--- src/rtl/core/dht_queue.sv ---
module dht_queue #(
    parameter int WIDTH = 55,
    parameter int DEPTH = 2
) (
    input  logic             i_clk,
    input  logic             i_rst_n,
    input  logic             i_push,
    input  logic [WIDTH-1:0] i_data,
    output logic             o_full,
    input  logic             i_pop,
    output logic [WIDTH-1:0] o_data,
    output logic             o_empty
);

    localparam int PW = (DEPTH > 1) ? $clog2(DEPTH) : 1;
    localparam int CW = $clog2(DEPTH + 1);

    logic [WIDTH-1:0] r_mem [DEPTH];
    logic [PW-1:0]    r_wr;
    logic [PW-1:0]    r_rd;
    logic [CW-1:0]    r_fill;
    logic [PW-1:0]    n_wr;
    logic [PW-1:0]    n_rd;
    logic             do_push;
    logic             do_pop;

    assign o_full  = (r_fill == CW'(DEPTH));
    assign o_empty = (r_fill == '0);
    assign o_data  = r_mem[r_rd];
    assign do_push = i_push && !o_full;
    assign do_pop  = i_pop && !o_empty;

    always_comb begin
        n_wr = (r_wr == PW'(DEPTH - 1)) ? '0 : r_wr + 1'b1;
        n_rd = (r_rd == PW'(DEPTH - 1)) ? '0 : r_rd + 1'b1;
    end

    always_ff @(posedge i_clk) begin
        if (do_push) begin
            r_mem[r_wr] <= i_data;
        end
    end

    always_ff @(posedge i_clk) begin
        if (!i_rst_n) begin
            r_wr   <= '0;
            r_rd   <= '0;
            r_fill <= '0;
        end else begin
            if (do_push) begin
                r_wr <= n_wr;
            end
            if (do_pop) begin
                r_rd <= n_rd;
            end
            if (do_push && !do_pop) begin
                r_fill <= r_fill + 1'b1;
            end else if (do_pop && !do_push) begin
                r_fill <= r_fill - 1'b1;
            end
        end
    end

endmodule

--- config.mk ---
export PLATFORM = sky130hd
export DESIGN_NAME = dht_queue
export DESIGN_NICKNAME = d
export VERILOG_FILES = /design/src/rtl/core/dht_queue.sv
export SDC_FILE = /design/constraint.sdc
export NUM_CORES = 1
export LEC_CHECK = 0
export BUFFER_PORTS_ARGS = -buffer_cell sky130_fd_sc_hd__buf_2
export CAP_MARGIN = 0
export CORE_UTILIZATION = 43
export DETAILED_ROUTE_END_ITERATION = 12
export PLACE_DENSITY_LB_ADDON = 0.2
export SYNTH_ARGS = -nofsm -noshare
export SYNTH_HDL_FRONTEND = slang
export SYNTH_SLANG_ARGS = --single-unit
--- constraint.sdc ---
create_clock -name i_clk -period 4.5 [get_ports i_clk]
set_clock_uncertainty 0.15 [all_clocks]
set_input_delay 0.675 -clock i_clk [delete_from_list [all_inputs] [get_ports i_clk]]
set_output_delay 0.675 -clock i_clk [all_outputs]
set_load 0.005 [all_outputs]
==> out/qor.yml <==
final_cell_mix: "buf_2, edfxtp_1, mux2_2"
ant_nets: 0
overflow: 0
cp-start-kind: "flip-flop"
start_util_pct: 45.0
grt_max_degree: 34
cts_buffers: 17
antenna_found_initial: 0
finalSetupTns_ps: 0
setup_ws_ps: 1350
max_slew_margin_pct: 46.4
synth_cell_type_count: 21
clkTransAtPathRegs_ps: 60
multiInputGateArea_sq_um: 753
cts_resized: 0
layout.nets: 388
routed_via_density: 4.69
ys_warn_count: 0
port_buffers: 115
arrival_ps: 2320
status: "completed"
cts_root_buf: "clkbuf_8"
diodes: 0
finalMaxSlewViolations: 0
dr.pass1.iters: 4
clockBufferDepth: 2
die_x_um: 101
dp_hpwl_um: 4670
reg2reg_slack_ps: 2310
first_iter_violations: 63
reg2reg_from: "r_fill[0]$_SDFFE_PN0P_"
synthToLayoutAreaGrowth_pct: 30.7
tightestPinTransition_ps: 805
drv_cap: 0
finalWeightedCongestion: 0.677
gr-usage-all-layers_pct: 14.6
period_share_pct: 69.9
p_leak_nw: 2.09
max_freq_mhz: 318
cts_tree: "yes"
die-area_sq_um: 10200
setup_viol: 0
period_needed_ps: 3150
io_pins: 116
hp-class: "in -> reg"
seq_area_sq_um: 3400
ys_ff_latch: 115
grt_pass1_vias: 2224
cp-end-kind: "output port"
wire_per_inst_um: 15.0
fill_cells: 788
netlist_instances: 196
drc: 0
final_common_cell: "buf_2"
hold_violations: 0
r2r_end: "r_mem[1][3]$_DFFE_PP_"
holdBufCountCts: 0
die_h_um: 101
coreArea_sq_um: 9370
place_ws_ps: 1830
ir_worst_vdd_mv: 0.271
cts_sinks: 115
synth_nets: 256
powerDensity_nw_per_um2: 601
drt_wl_total_um: 7040
path_class: "reg -> out"
grt_pass1_wl_um: 10700
seq_area_frac_synth_pct: 80.7
rsz0062_at_grt: "no"
cp_max_fo: 33
ff2ff_path_depth: 3
drive_gt1_share_pct: 61.0
worstSetupEndpoint: "o_data[36]"
vias: 2203
critPathRequiredTime_ps: 3670
synth.cell_area_sq_um: 4220
rows: 35
post-cts-setup-buffers: 0
clock_latency_ps: 490
htree_num_levels: 4
synth_area_per_cell_sq_um: 21.5
==> state kept, by name (all words and copies together), names as in the netlist, named ones only <==
name,cells
r_mem,110
r_fill,2
r_rd,1
r_wr,1
==> worst max-delay path, cell delays in order, from the launching register on <==
cell     delay [ps]
dfxtp_2         850
buf_4           430
mux2_2          390
buf_2           130
==> stage by stage <==
stage / utilization [%] / instances / power [mW] / hold slack (ps) / instance area (sq um)
finish: 58.8 / 470 / 3.32 / 215 / 5510
global route: 58.8 / 470 / 3.47 / 188 / 5510
CTS: 58.8 / 470 / 3.36 / 188 / 5510
detailed placement: 52.6 / 438 / 2.07 / 366 / 4930
global placement: 52.6 / 438 / 2.07 / 347 / 4930
floorplan: - / 196 / 1.83 / 333 / 4220
==> per-layer routing <==
layer | share of wire (%) | up-vias | GRT usage, %
met5 | 0 | - | 0
met4 | 1.0 | 0 | 7.02
met1 | 40 | 1089 | 15.9
met2 | 53 | 68 | 24.9
met3 | 6.3 | 6 | 5.55
li1 | - | 1040 | -
==> cell families after synthesis <==
logic type	share of synthesized area, %
xor gates and xnor gates	0.623
adders and majority gates	0.297
buffers and inverters	1.63
and+or+nand+nor	1.31
muxes	14.7
AOI/OAI and AO/OA	0.771
DFF	80.7
==> cells in the mapped netlist <==
library cell / instances / area share [%]
and2_1: 3 / 0.45
a21boi_0: 1 / 0.18
a21boi_1: 1 / 0.18
xor2_1: 1 / 0.21
o21ai_1: 1 / 0.12
inv_1: 1 / 0.089
buf_2: 1 / 0.12
nand2b_1: 1 / 0.15
nor2_1: 2 / 0.18
o21a_1: 1 / 0.18
or3_1: 1 / 0.15
inv_2: 1 / 0.089
xnor2_1: 2 / 0.42
nor3_2: 1 / 0.24
and3_1: 1 / 0.15
mux2_2: 55 / 15
buf_6: 5 / 1.3
edfxtp_1: 110 / 78
dfxtp_1: 5 / 2.4
ha_1: 1 / 0.30
o21ai_0: 1 / 0.12
==> power by group <==
group | leakage, nW | internal (mW) | switching, mW
clock network | 0.282 | 0.838 | 0.441
registers | 1.07 | 1.35 | 0.0783
logic | 0.736 | 0.337 | 0.274
==> area by class of cell <==
type / count / area share [%]
flip-flops and latches: 115 / 61.7
multi-input cells: 73 / 13.7
repair buffers: 119 / 11.0
clock buffers: 18 / 7.58
clock inverters: 14 / 2.97
well taps: 129 / 2.93
inverters: 2 / 0.136
==> worst min-delay path by stage <==
stage               slack (ps)  cells after the start                endpoint              startpoint
finish                     220                      1  r_mem[1][12]$_DFFE_PP_              i_data[12]
global route               190                      1   r_mem[0][2]$_DFFE_PP_               i_data[2]
CTS                        190                      1  r_mem[1][12]$_DFFE_PP_              i_data[12]
detailed placement         370                      2  r_fill[1]$_SDFFE_PN0P_  r_fill[1]$_SDFFE_PN0P_
global placement           350                      2  r_fill[1]$_SDFFE_PN0P_  r_fill[1]$_SDFFE_PN0P_
floorplan                  330                      2  r_fill[1]$_SDFFE_PN0P_  r_fill[1]$_SDFFE_PN0P_
(Power assumes the default switching activity.)
