$ cat src/rtl/core/dht_pkg.sv
package dht_pkg;

    localparam int KIND_W     = 2;
    localparam int KEY_W      = 31;
    localparam int STATUS_W   = 2;
    localparam int MARK_W     = 2;
    localparam int DIGIT_W    = 8;
    localparam int KEY_DIGITS = (KEY_W + DIGIT_W - 1) / DIGIT_W;
    localparam int Q_DEPTH    = 2;

    localparam logic [KIND_W-1:0] OP_INSERT = 2'd0;
    localparam logic [KIND_W-1:0] OP_SEARCH = 2'd1;
    localparam logic [KIND_W-1:0] OP_DELETE = 2'd2;

    localparam logic [STATUS_W-1:0] ST_DONE = 2'd0;
    localparam logic [STATUS_W-1:0] ST_MISS = 2'd1;
    localparam logic [STATUS_W-1:0] ST_FULL = 2'd2;

    localparam logic [MARK_W-1:0] MARK_EMPTY = 2'd0;
    localparam logic [MARK_W-1:0] MARK_USED  = 2'd1;
    localparam logic [MARK_W-1:0] MARK_GONE  = 2'd2;

    typedef struct packed {
        logic clearing;
        logic idle;
    } t_back_stat;

endpackage

$ cat src/rtl/core/dht_front.sv
module dht_front #(
    parameter int SLOT_COUNT = 1021,
    parameter int STEP_PRIME = 11
) (
    input  logic                           i_clk,
    input  logic                           i_rst_n,
    input  logic                           i_in_valid,
    output logic                           o_in_stall,
    input  logic [dht_pkg::KIND_W-1:0]     i_kind,
    input  logic [dht_pkg::KEY_W-1:0]      i_key,
    input  dht_pkg::t_back_stat            i_stat,
    output logic                           o_push,
    output logic [dht_pkg::KIND_W+dht_pkg::KEY_W+2*$clog2(SLOT_COUNT)-1:0] o_job,
    input  logic                           i_q_full
);

    import dht_pkg::*;

    localparam int HW       = $clog2(SLOT_COUNT);
    localparam int SW       = $clog2(STEP_PRIME);
    localparam int SPW      = $clog2(STEP_PRIME + 1);
    localparam int RW       = ((HW > SW) ? HW : SW) + DIGIT_W;
    localparam int KPAD     = KEY_DIGITS * DIGIT_W;
    localparam int S_DIGITS = (SPW + DIGIT_W - 1) / DIGIT_W;
    localparam int SPAD     = S_DIGITS * DIGIT_W;
    localparam bit NEED_SRED = (STEP_PRIME >= SLOT_COUNT);
    localparam int N_DIG    = KEY_DIGITS + (NEED_SRED ? S_DIGITS : 0);
    localparam int DCW      = $clog2(N_DIG + 1);

    localparam logic [RW-1:0] MOD_T = RW'(SLOT_COUNT);
    localparam logic [RW-1:0] MOD_S = RW'(STEP_PRIME);

    localparam logic [1:0] F_IDLE = 2'd0;
    localparam logic [1:0] F_RED  = 2'd1;
    localparam logic [1:0] F_PUSH = 2'd2;

    logic [1:0]        r_fstate;
    logic [DCW-1:0]    r_cnt;
    logic [KIND_W-1:0] r_kind;
    logic [KEY_W-1:0]  r_key;
    logic [KPAD-1:0]   r_kshift;
    logic [SPAD-1:0]   r_sshift;
    logic [HW-1:0]     r_home;
    logic [SW-1:0]     r_smod;
    logic [HW-1:0]     r_sred;

    logic               in_ready;
    logic               accept;
    logic [DIGIT_W-1:0] dig_k;
    logic [DIGIT_W-1:0] dig_s;
    logic [HW-1:0]      home_nx;
    logic [SW-1:0]      smod_nx;
    logic [HW-1:0]      sred_nx;
    logic [SPW-1:0]     s_val;
    logic [SPW-1:0]     s_val_nx;
    logic [HW-1:0]      step_out;

    // One digit of the running remainder: shift in eight bits, then take out
    // the modulus times 128, 64, ... 1 wherever it fits.
    function automatic logic [RW-1:0] red_digit(input logic [RW-1:0] r,
                                                input logic [DIGIT_W-1:0] d,
                                                input logic [RW-1:0] m);
        logic [RW-1:0] t;
        logic [RW-1:0] ms;
        t = {r[RW-DIGIT_W-1:0], d};
        for (int j = DIGIT_W - 1; j >= 0; j--) begin
            ms = m << j;
            if (t >= ms) begin
                t = t - ms;
            end
        end
        return t;
    endfunction

    assign in_ready   = !i_stat.clearing &&
                        ((r_fstate == F_IDLE) || ((r_fstate == F_PUSH) && !i_q_full));
    assign o_in_stall = !in_ready;
    assign accept     = i_in_valid && in_ready;
    assign o_push     = (r_fstate == F_PUSH) && !i_q_full;

    always_comb begin
        dig_k    = r_kshift[KPAD-1 -: DIGIT_W];
        dig_s    = r_sshift[SPAD-1 -: DIGIT_W];
        home_nx  = HW'(red_digit(RW'(r_home), dig_k, MOD_T));
        smod_nx  = SW'(red_digit(RW'(r_smod), dig_k, MOD_S));
        sred_nx  = HW'(red_digit(RW'(r_sred), dig_s, MOD_T));
        s_val    = SPW'(STEP_PRIME) - SPW'(r_smod);
        s_val_nx = SPW'(STEP_PRIME) - SPW'(smod_nx);
        step_out = NEED_SRED ? r_sred : HW'(s_val);
        o_job    = {r_kind, r_key, r_home, step_out};
    end

    always_ff @(posedge i_clk) begin
        if (accept) begin
            r_kind   <= i_kind;
            r_key    <= i_key;
            r_kshift <= KPAD'(i_key);
            r_home   <= '0;
            r_smod   <= '0;
            r_sred   <= '0;
        end else if (r_fstate == F_RED) begin
            if (r_cnt < DCW'(KEY_DIGITS)) begin
                r_home   <= home_nx;
                r_smod   <= smod_nx;
                r_kshift <= r_kshift << DIGIT_W;
                if (r_cnt == DCW'(KEY_DIGITS - 1)) begin
                    r_sshift <= SPAD'(s_val_nx);
                end
            end else begin
                r_sred   <= sred_nx;
                r_sshift <= r_sshift << DIGIT_W;
            end
        end
    end

    always_ff @(posedge i_clk) begin
        if (!i_rst_n) begin
            r_fstate <= F_IDLE;
            r_cnt    <= '0;
        end else if (accept) begin
            r_fstate <= F_RED;
            r_cnt    <= '0;
        end else begin
            case (r_fstate)
                F_RED: begin
                    r_cnt <= r_cnt + 1'b1;
                    if (r_cnt == DCW'(N_DIG - 1)) begin
                        r_fstate <= F_PUSH;
                    end
                end
                F_PUSH: begin
                    if (!i_q_full) begin
                        r_fstate <= F_IDLE;
                    end
                end
                F_IDLE: begin
                    r_fstate <= F_IDLE;
                end
                default: begin
                    r_fstate <= F_IDLE;
                end
            endcase
        end
    end

endmodule

$ cat config.mk
export PLATFORM = sky130hd
export DESIGN_NAME = dht_front
export DESIGN_NICKNAME = d
export VERILOG_FILES = /design/src/rtl/core/dht_pkg.sv /design/src/rtl/core/dht_front.sv
export SDC_FILE = /design/constraint.sdc
export NUM_CORES = 1
export LEC_CHECK = 0
export BUFFER_PORTS_ARGS = -buffer_cell sky130_fd_sc_hd__clkbuf_2
export CAP_MARGIN = 40
export CORE_MARGIN = 1.5
export CORE_UTILIZATION = 55
export CTS_BUF_LIST = sky130_fd_sc_hd__clkbuf_8 sky130_fd_sc_hd__clkbuf_16
export DETAILED_ROUTE_END_ITERATION = 12
export PLACE_DENSITY = 0.75
export SLEW_MARGIN = 0
export SYNTH_ARGS = -nofsm -noshare
export SYNTH_HDL_FRONTEND = slang
export SYNTH_SLANG_ARGS = --single-unit
$ cat constraint.sdc
create_clock -name i_clk -period 29.2 [get_ports i_clk]
set_input_delay 5.84 -clock i_clk [delete_from_list [all_inputs] [get_ports i_clk]]
set_output_delay 5.84 -clock i_clk [all_outputs]
set_load 0.005 [all_outputs]
==> impl_metrics.xml <==
<?xml version="1.0" encoding="UTF-8"?>
<metrics>
  <group name="run_status">
    <metric name="status" unit="">finished with violations</metric>
    <metric name="violated_checks" unit="">DRC</metric>
  </group>
  <group name="grt">
    <metric name="gr-usage-all-layers" unit="%">29.6</metric>
    <metric name="first_global_vias" unit="">9931</metric>
    <metric name="grt_overflow_total" unit="">0</metric>
    <metric name="maximum_number_of_pins_on_one_net_before_global_route_repair" unit="">35</metric>
    <metric name="grt_antenna_before_repair" unit="">0</metric>
    <metric name="first_pass_grt_wire_length" unit="um">48100</metric>
  </group>
  <group name="timing">
    <metric name="final_layout_setup_total_negative_slack" unit="ns">0</metric>
    <metric name="finalCritPeriodShare" unit="%">50.0</metric>
    <metric name="max-slew-margin-rel" unit="%">40.0</metric>
    <metric name="achievable-frequency" unit="MHz">68.5</metric>
    <metric name="timing.final.crit_period" unit="ns">14.59</metric>
    <metric name="final.setup_skew" unit="ns">0.00786</metric>
    <metric name="grt_setup_unrepaired" unit="">no</metric>
    <metric name="final_max_slew_viol_count" unit="">0</metric>
    <metric name="number_of_endpoints_with_negative_hold_slack_in_the_final_report" unit="">0</metric>
    <metric name="timing.final.setup_violations" unit="">0</metric>
    <metric name="max_slew.worst_pin.slew" unit="ns">0.888</metric>
  </group>
  <group name="synthesis">
    <metric name="yosysWarningCount" unit="">0</metric>
    <metric name="syn_avg_cell_area" unit="um2">7.88</metric>
    <metric name="synth_top_flop_cell" unit="">edfxtp_1</metric>
    <metric name="async_reset_ff_share" unit="%">0</metric>
    <metric name="seq_area_frac_synth" unit="%">22.6</metric>
    <metric name="yosys.cell_types.count" unit="">112</metric>
    <metric name="count_of_flip_flops_with_a_built_in_enable_after_synthesis" unit="">64</metric>
    <metric name="post_synthesis_sequential_element_count" unit="">84</metric>
    <metric name="post_synth_instance_area" unit="mm2">0.0103</metric>
    <metric name="synth_cells" unit="">1306</metric>
  </group>
  <group name="clock_tree">
    <metric name="cts_root_buf" unit="">clkbuf_16</metric>
    <metric name="cts_hold_buf" unit="">0</metric>
    <metric name="post_cts_resize_count" unit="">0</metric>
    <metric name="cts_setup_buffers" unit="">0</metric>
    <metric name="clock_latency" unit="ns">0.34</metric>
    <metric name="clk_pin_slew_worst_paths" unit="ns">0.07</metric>
    <metric name="numCtsBuffers" unit="">9</metric>
    <metric name="clock-sinks" unit="">84</metric>
    <metric name="tritoncts_clock_tree" unit="">done</metric>
    <metric name="h-tree-depth" unit="">3</metric>
    <metric name="cts.path.max_buffers" unit="">2</metric>
  </group>
  <group name="critical_path">
    <metric name="setup.worst_path.class" unit="">reg -&gt; reg</metric>
    <metric name="worstReg2RegStart" unit="">r_kshift[27]</metric>
    <metric name="worst-endpoint-arrival" unit="ns">14.82</metric>
    <metric name="crit_required" unit="ns">29.43</metric>
    <metric name="crit_start" unit="">r_kshift[27]</metric>
    <metric name="setup.worst_path.end_class" unit="">register</metric>
    <metric name="cp_max_fo" unit="">15</metric>
    <metric name="critical-path-top-cell-by-count" unit="">a21oi_1</metric>
    <metric name="crit_slowest_cell" unit="">nor4_4</metric>
    <metric name="critPathMaxStageDelay" unit="ns">0.70</metric>
    <metric name="cp-start-kind" unit="">register</metric>
  </group>
  <group name="drt">
    <metric name="routed_wire_length_per_instance" unit="um">18.1</metric>
    <metric name="routed_vias" unit="">10500</metric>
    <metric name="detailedRoute.firstIterationViolations" unit="">894</metric>
    <metric name="final_antenna_net_count" unit="">0</metric>
    <metric name="detail_route.wirelength" unit="um">28900</metric>
    <metric name="drt-pass1-iter-count" unit="">10</metric>
    <metric name="viasPerCell" unit="">6.57</metric>
    <metric name="remaining_drc_errors" unit="">1</metric>
  </group>
  <group name="worst_hold_path">
    <metric name="hold_class" unit="">reg -&gt; reg</metric>
    <metric name="holdCritStartpoint" unit="">r_cnt[1]</metric>
  </group>
  <group name="floorplanning">
    <metric name="floorplan.die.width" unit="um">140</metric>
    <metric name="core_area" unit="mm2">0.0181</metric>
    <metric name="rows" unit="">49</metric>
    <metric name="design.die.area" unit="mm2">0.0195</metric>
    <metric name="boundaryPins" unit="">94</metric>
    <metric name="chipHeight" unit="um">140</metric>
    <metric name="initial_utilization" unit="%">56.7</metric>
  </group>
  <group name="job">
    <metric name="drv.max_cap_violation_count" unit="">0</metric>
  </group>
  <group name="placement">
    <metric name="place_hpwl" unit="um">22200</metric>
    <metric name="gp_congestion" unit="">0.936</metric>
    <metric name="io_buffer_count" unit="">86</metric>
  </group>
  <group name="cells_and_area">
    <metric name="number_of_antenna_diodes" unit="">0</metric>
    <metric name="final_nets" unit="">1431</metric>
    <metric name="layout.filler_cells" unit="">1624</metric>
    <metric name="area_delta_synth_final" unit="%">8.26</metric>
    <metric name="layout_cells_sized_above_1" unit="%">15.1</metric>
  </group>
</metrics>
==> critical path, delay by kind of cell, from the launching register on <==
family          cells  cell delay (ns)
xor+xnor            4             1.18
compound gates     19             4.57
flops               1             0.66
simple gates       14             5.30
mux                 1             0.41
fa+ha+maj           6             1.70
buf+inv             5             0.62
==> cell usage after synthesis, drive strengths merged (9+ instances only) <==
cell type	instances	area, um2
nor4	23	210
xnor2	53	472
nand4	14	87.6
o31a	9	78.8
or4	14	120
nand2	162	616
o31ai	22	175
nor2	106	403
a31oi	22	174
o21ai	77	385
a21oi	70	362
a211oi	26	225
nor3	48	245
edfxtp	64	1920
o211ai	21	185
o21a	22	166
o22ai	11	68.8
clkbuf	27	101
and3	26	163
buf	31	203
a2111oi	9	104
and2	15	93.8
a211o	9	78.8
mux2	15	169
mux2i	23	234
a21boi	17	128
or2	23	144
dfxtp	20	400
a21o	17	129
inv	34	128
nor2b	13	81.3
or3	21	136
ha	27	338
nand2b	12	75.1
o41ai	10	87.6
nand3	38	203
xor2	18	165
==> worst paths after layout <==
path,endpoint,slack [ns],cells after the start
setup / recovery,r_home[9],14.61,49
setup reg to reg,r_home[9],14.61,49
hold / removal,r_cnt[1],0.46,2
hold reg to reg,r_cnt[1],0.46,2
==> cell families (layout without fill, tap and decap cells) <==
group,after synthesis,in the layout,share of synthesized area (%)
simple gates,557,557,28.7
buf+inv,95,154,4.30
compound gates,432,432,31.0
fa+ha+maj,28,28,3.38
flops,84,84,22.6
mux,38,38,3.91
xor+xnor,71,71,6.19
other cells,1,6,0.0364
==> sequential cells by signal (all words and copies together), names as in the netlist <==
| name | count |
|---|---|
| r_kshift | 32 |
| r_key | 31 |
| r_home | 10 |
| r_smod | 4 |
| r_cnt | 3 |
| r_fstate | 2 |
| r_kind | 2 |
==> stage by stage <==
stage | area (um2) | std cells | hold slack, ns | setup slack (ns) | util [%]
final | 11100 | 1599 | 0.461 | 14.61 | 61.4
after global routing | 11100 | 1599 | 0.505 | 13.60 | 61.4
after CTS | 11100 | 1598 | 0.460 | 14.89 | 61.4
after detailed placement | 10800 | 1582 | 0.426 | 14.95 | 59.7
after global placement | 10800 | 1575 | 0.434 | 15.03 | 59.4
after floorplan | 10300 | 1311 | 0.418 | 16.88 | -
==> routing by layer <==
metal / GRT usage (%) / up-vias / wire length (um)
met3: 4.37 / 43 / 1980
li1: - / 5146 / -
met5: 0 / - / 0
met4: 7.20 / 0 / 456
met1: 39.0 / 4899 / 12500
met2: 51.1 / 423 / 13900
==> cell usage in the layout (no fill, tap or decap), types with 10 or more instances in the layout <==
| master | synthesis | routed |
|---|---|---|
| o41ai_1 | 10 | 10 |
| nand2b_1 | 12 | 12 |
| and2_1 | 15 | 15 |
| xnor2_1 | 52 | 52 |
| nor4_1 | 18 | 18 |
| or4_1 | 10 | 10 |
| a21boi_0 | 14 | 14 |
| a21o_1 | 16 | 16 |
| a21oi_1 | 69 | 69 |
| clkbuf_2 | 0 | 86 |
| nand4_1 | 14 | 14 |
| edfxtp_1 | 64 | 64 |
| nand3_1 | 37 | 37 |
| a31oi_1 | 19 | 19 |
| mux2_2 | 15 | 15 |
| o31ai_1 | 20 | 20 |
| xor2_1 | 17 | 17 |
| o21a_1 | 21 | 21 |
| o211ai_1 | 19 | 19 |
| and3_1 | 26 | 26 |
| nor2b_1 | 13 | 13 |
| inv_1 | 34 | 35 |
| a211oi_1 | 23 | 23 |
| nand2_1 | 161 | 161 |
| mux2i_1 | 22 | 22 |
| nor3_1 | 47 | 47 |
| or2_2 | 21 | 21 |
| dfxtp_1 | 20 | 20 |
| ha_1 | 27 | 27 |
| o21ai_0 | 69 | 69 |
| nor2_1 | 104 | 104 |
| o22ai_1 | 11 | 11 |
| or3_1 | 20 | 20 |
==> final cells by class <==
cell class / count / area, um2 / share of cell area, %
clock buffer: 9 / 225 / 2.02
sequential: 84 / 2320 / 20.8
clock inverter: 7 / 75.1 / 0.673
multi-input combinational: 1132 / 7550 / 67.7
tap: 229 / 287 / 2.57
timing repair buffer: 101 / 549 / 4.93
inverter: 37 / 139 / 1.25
Power is not shown: default switching activity piles up to over one toggle a cycle in this logic, so the estimate is an artifact.
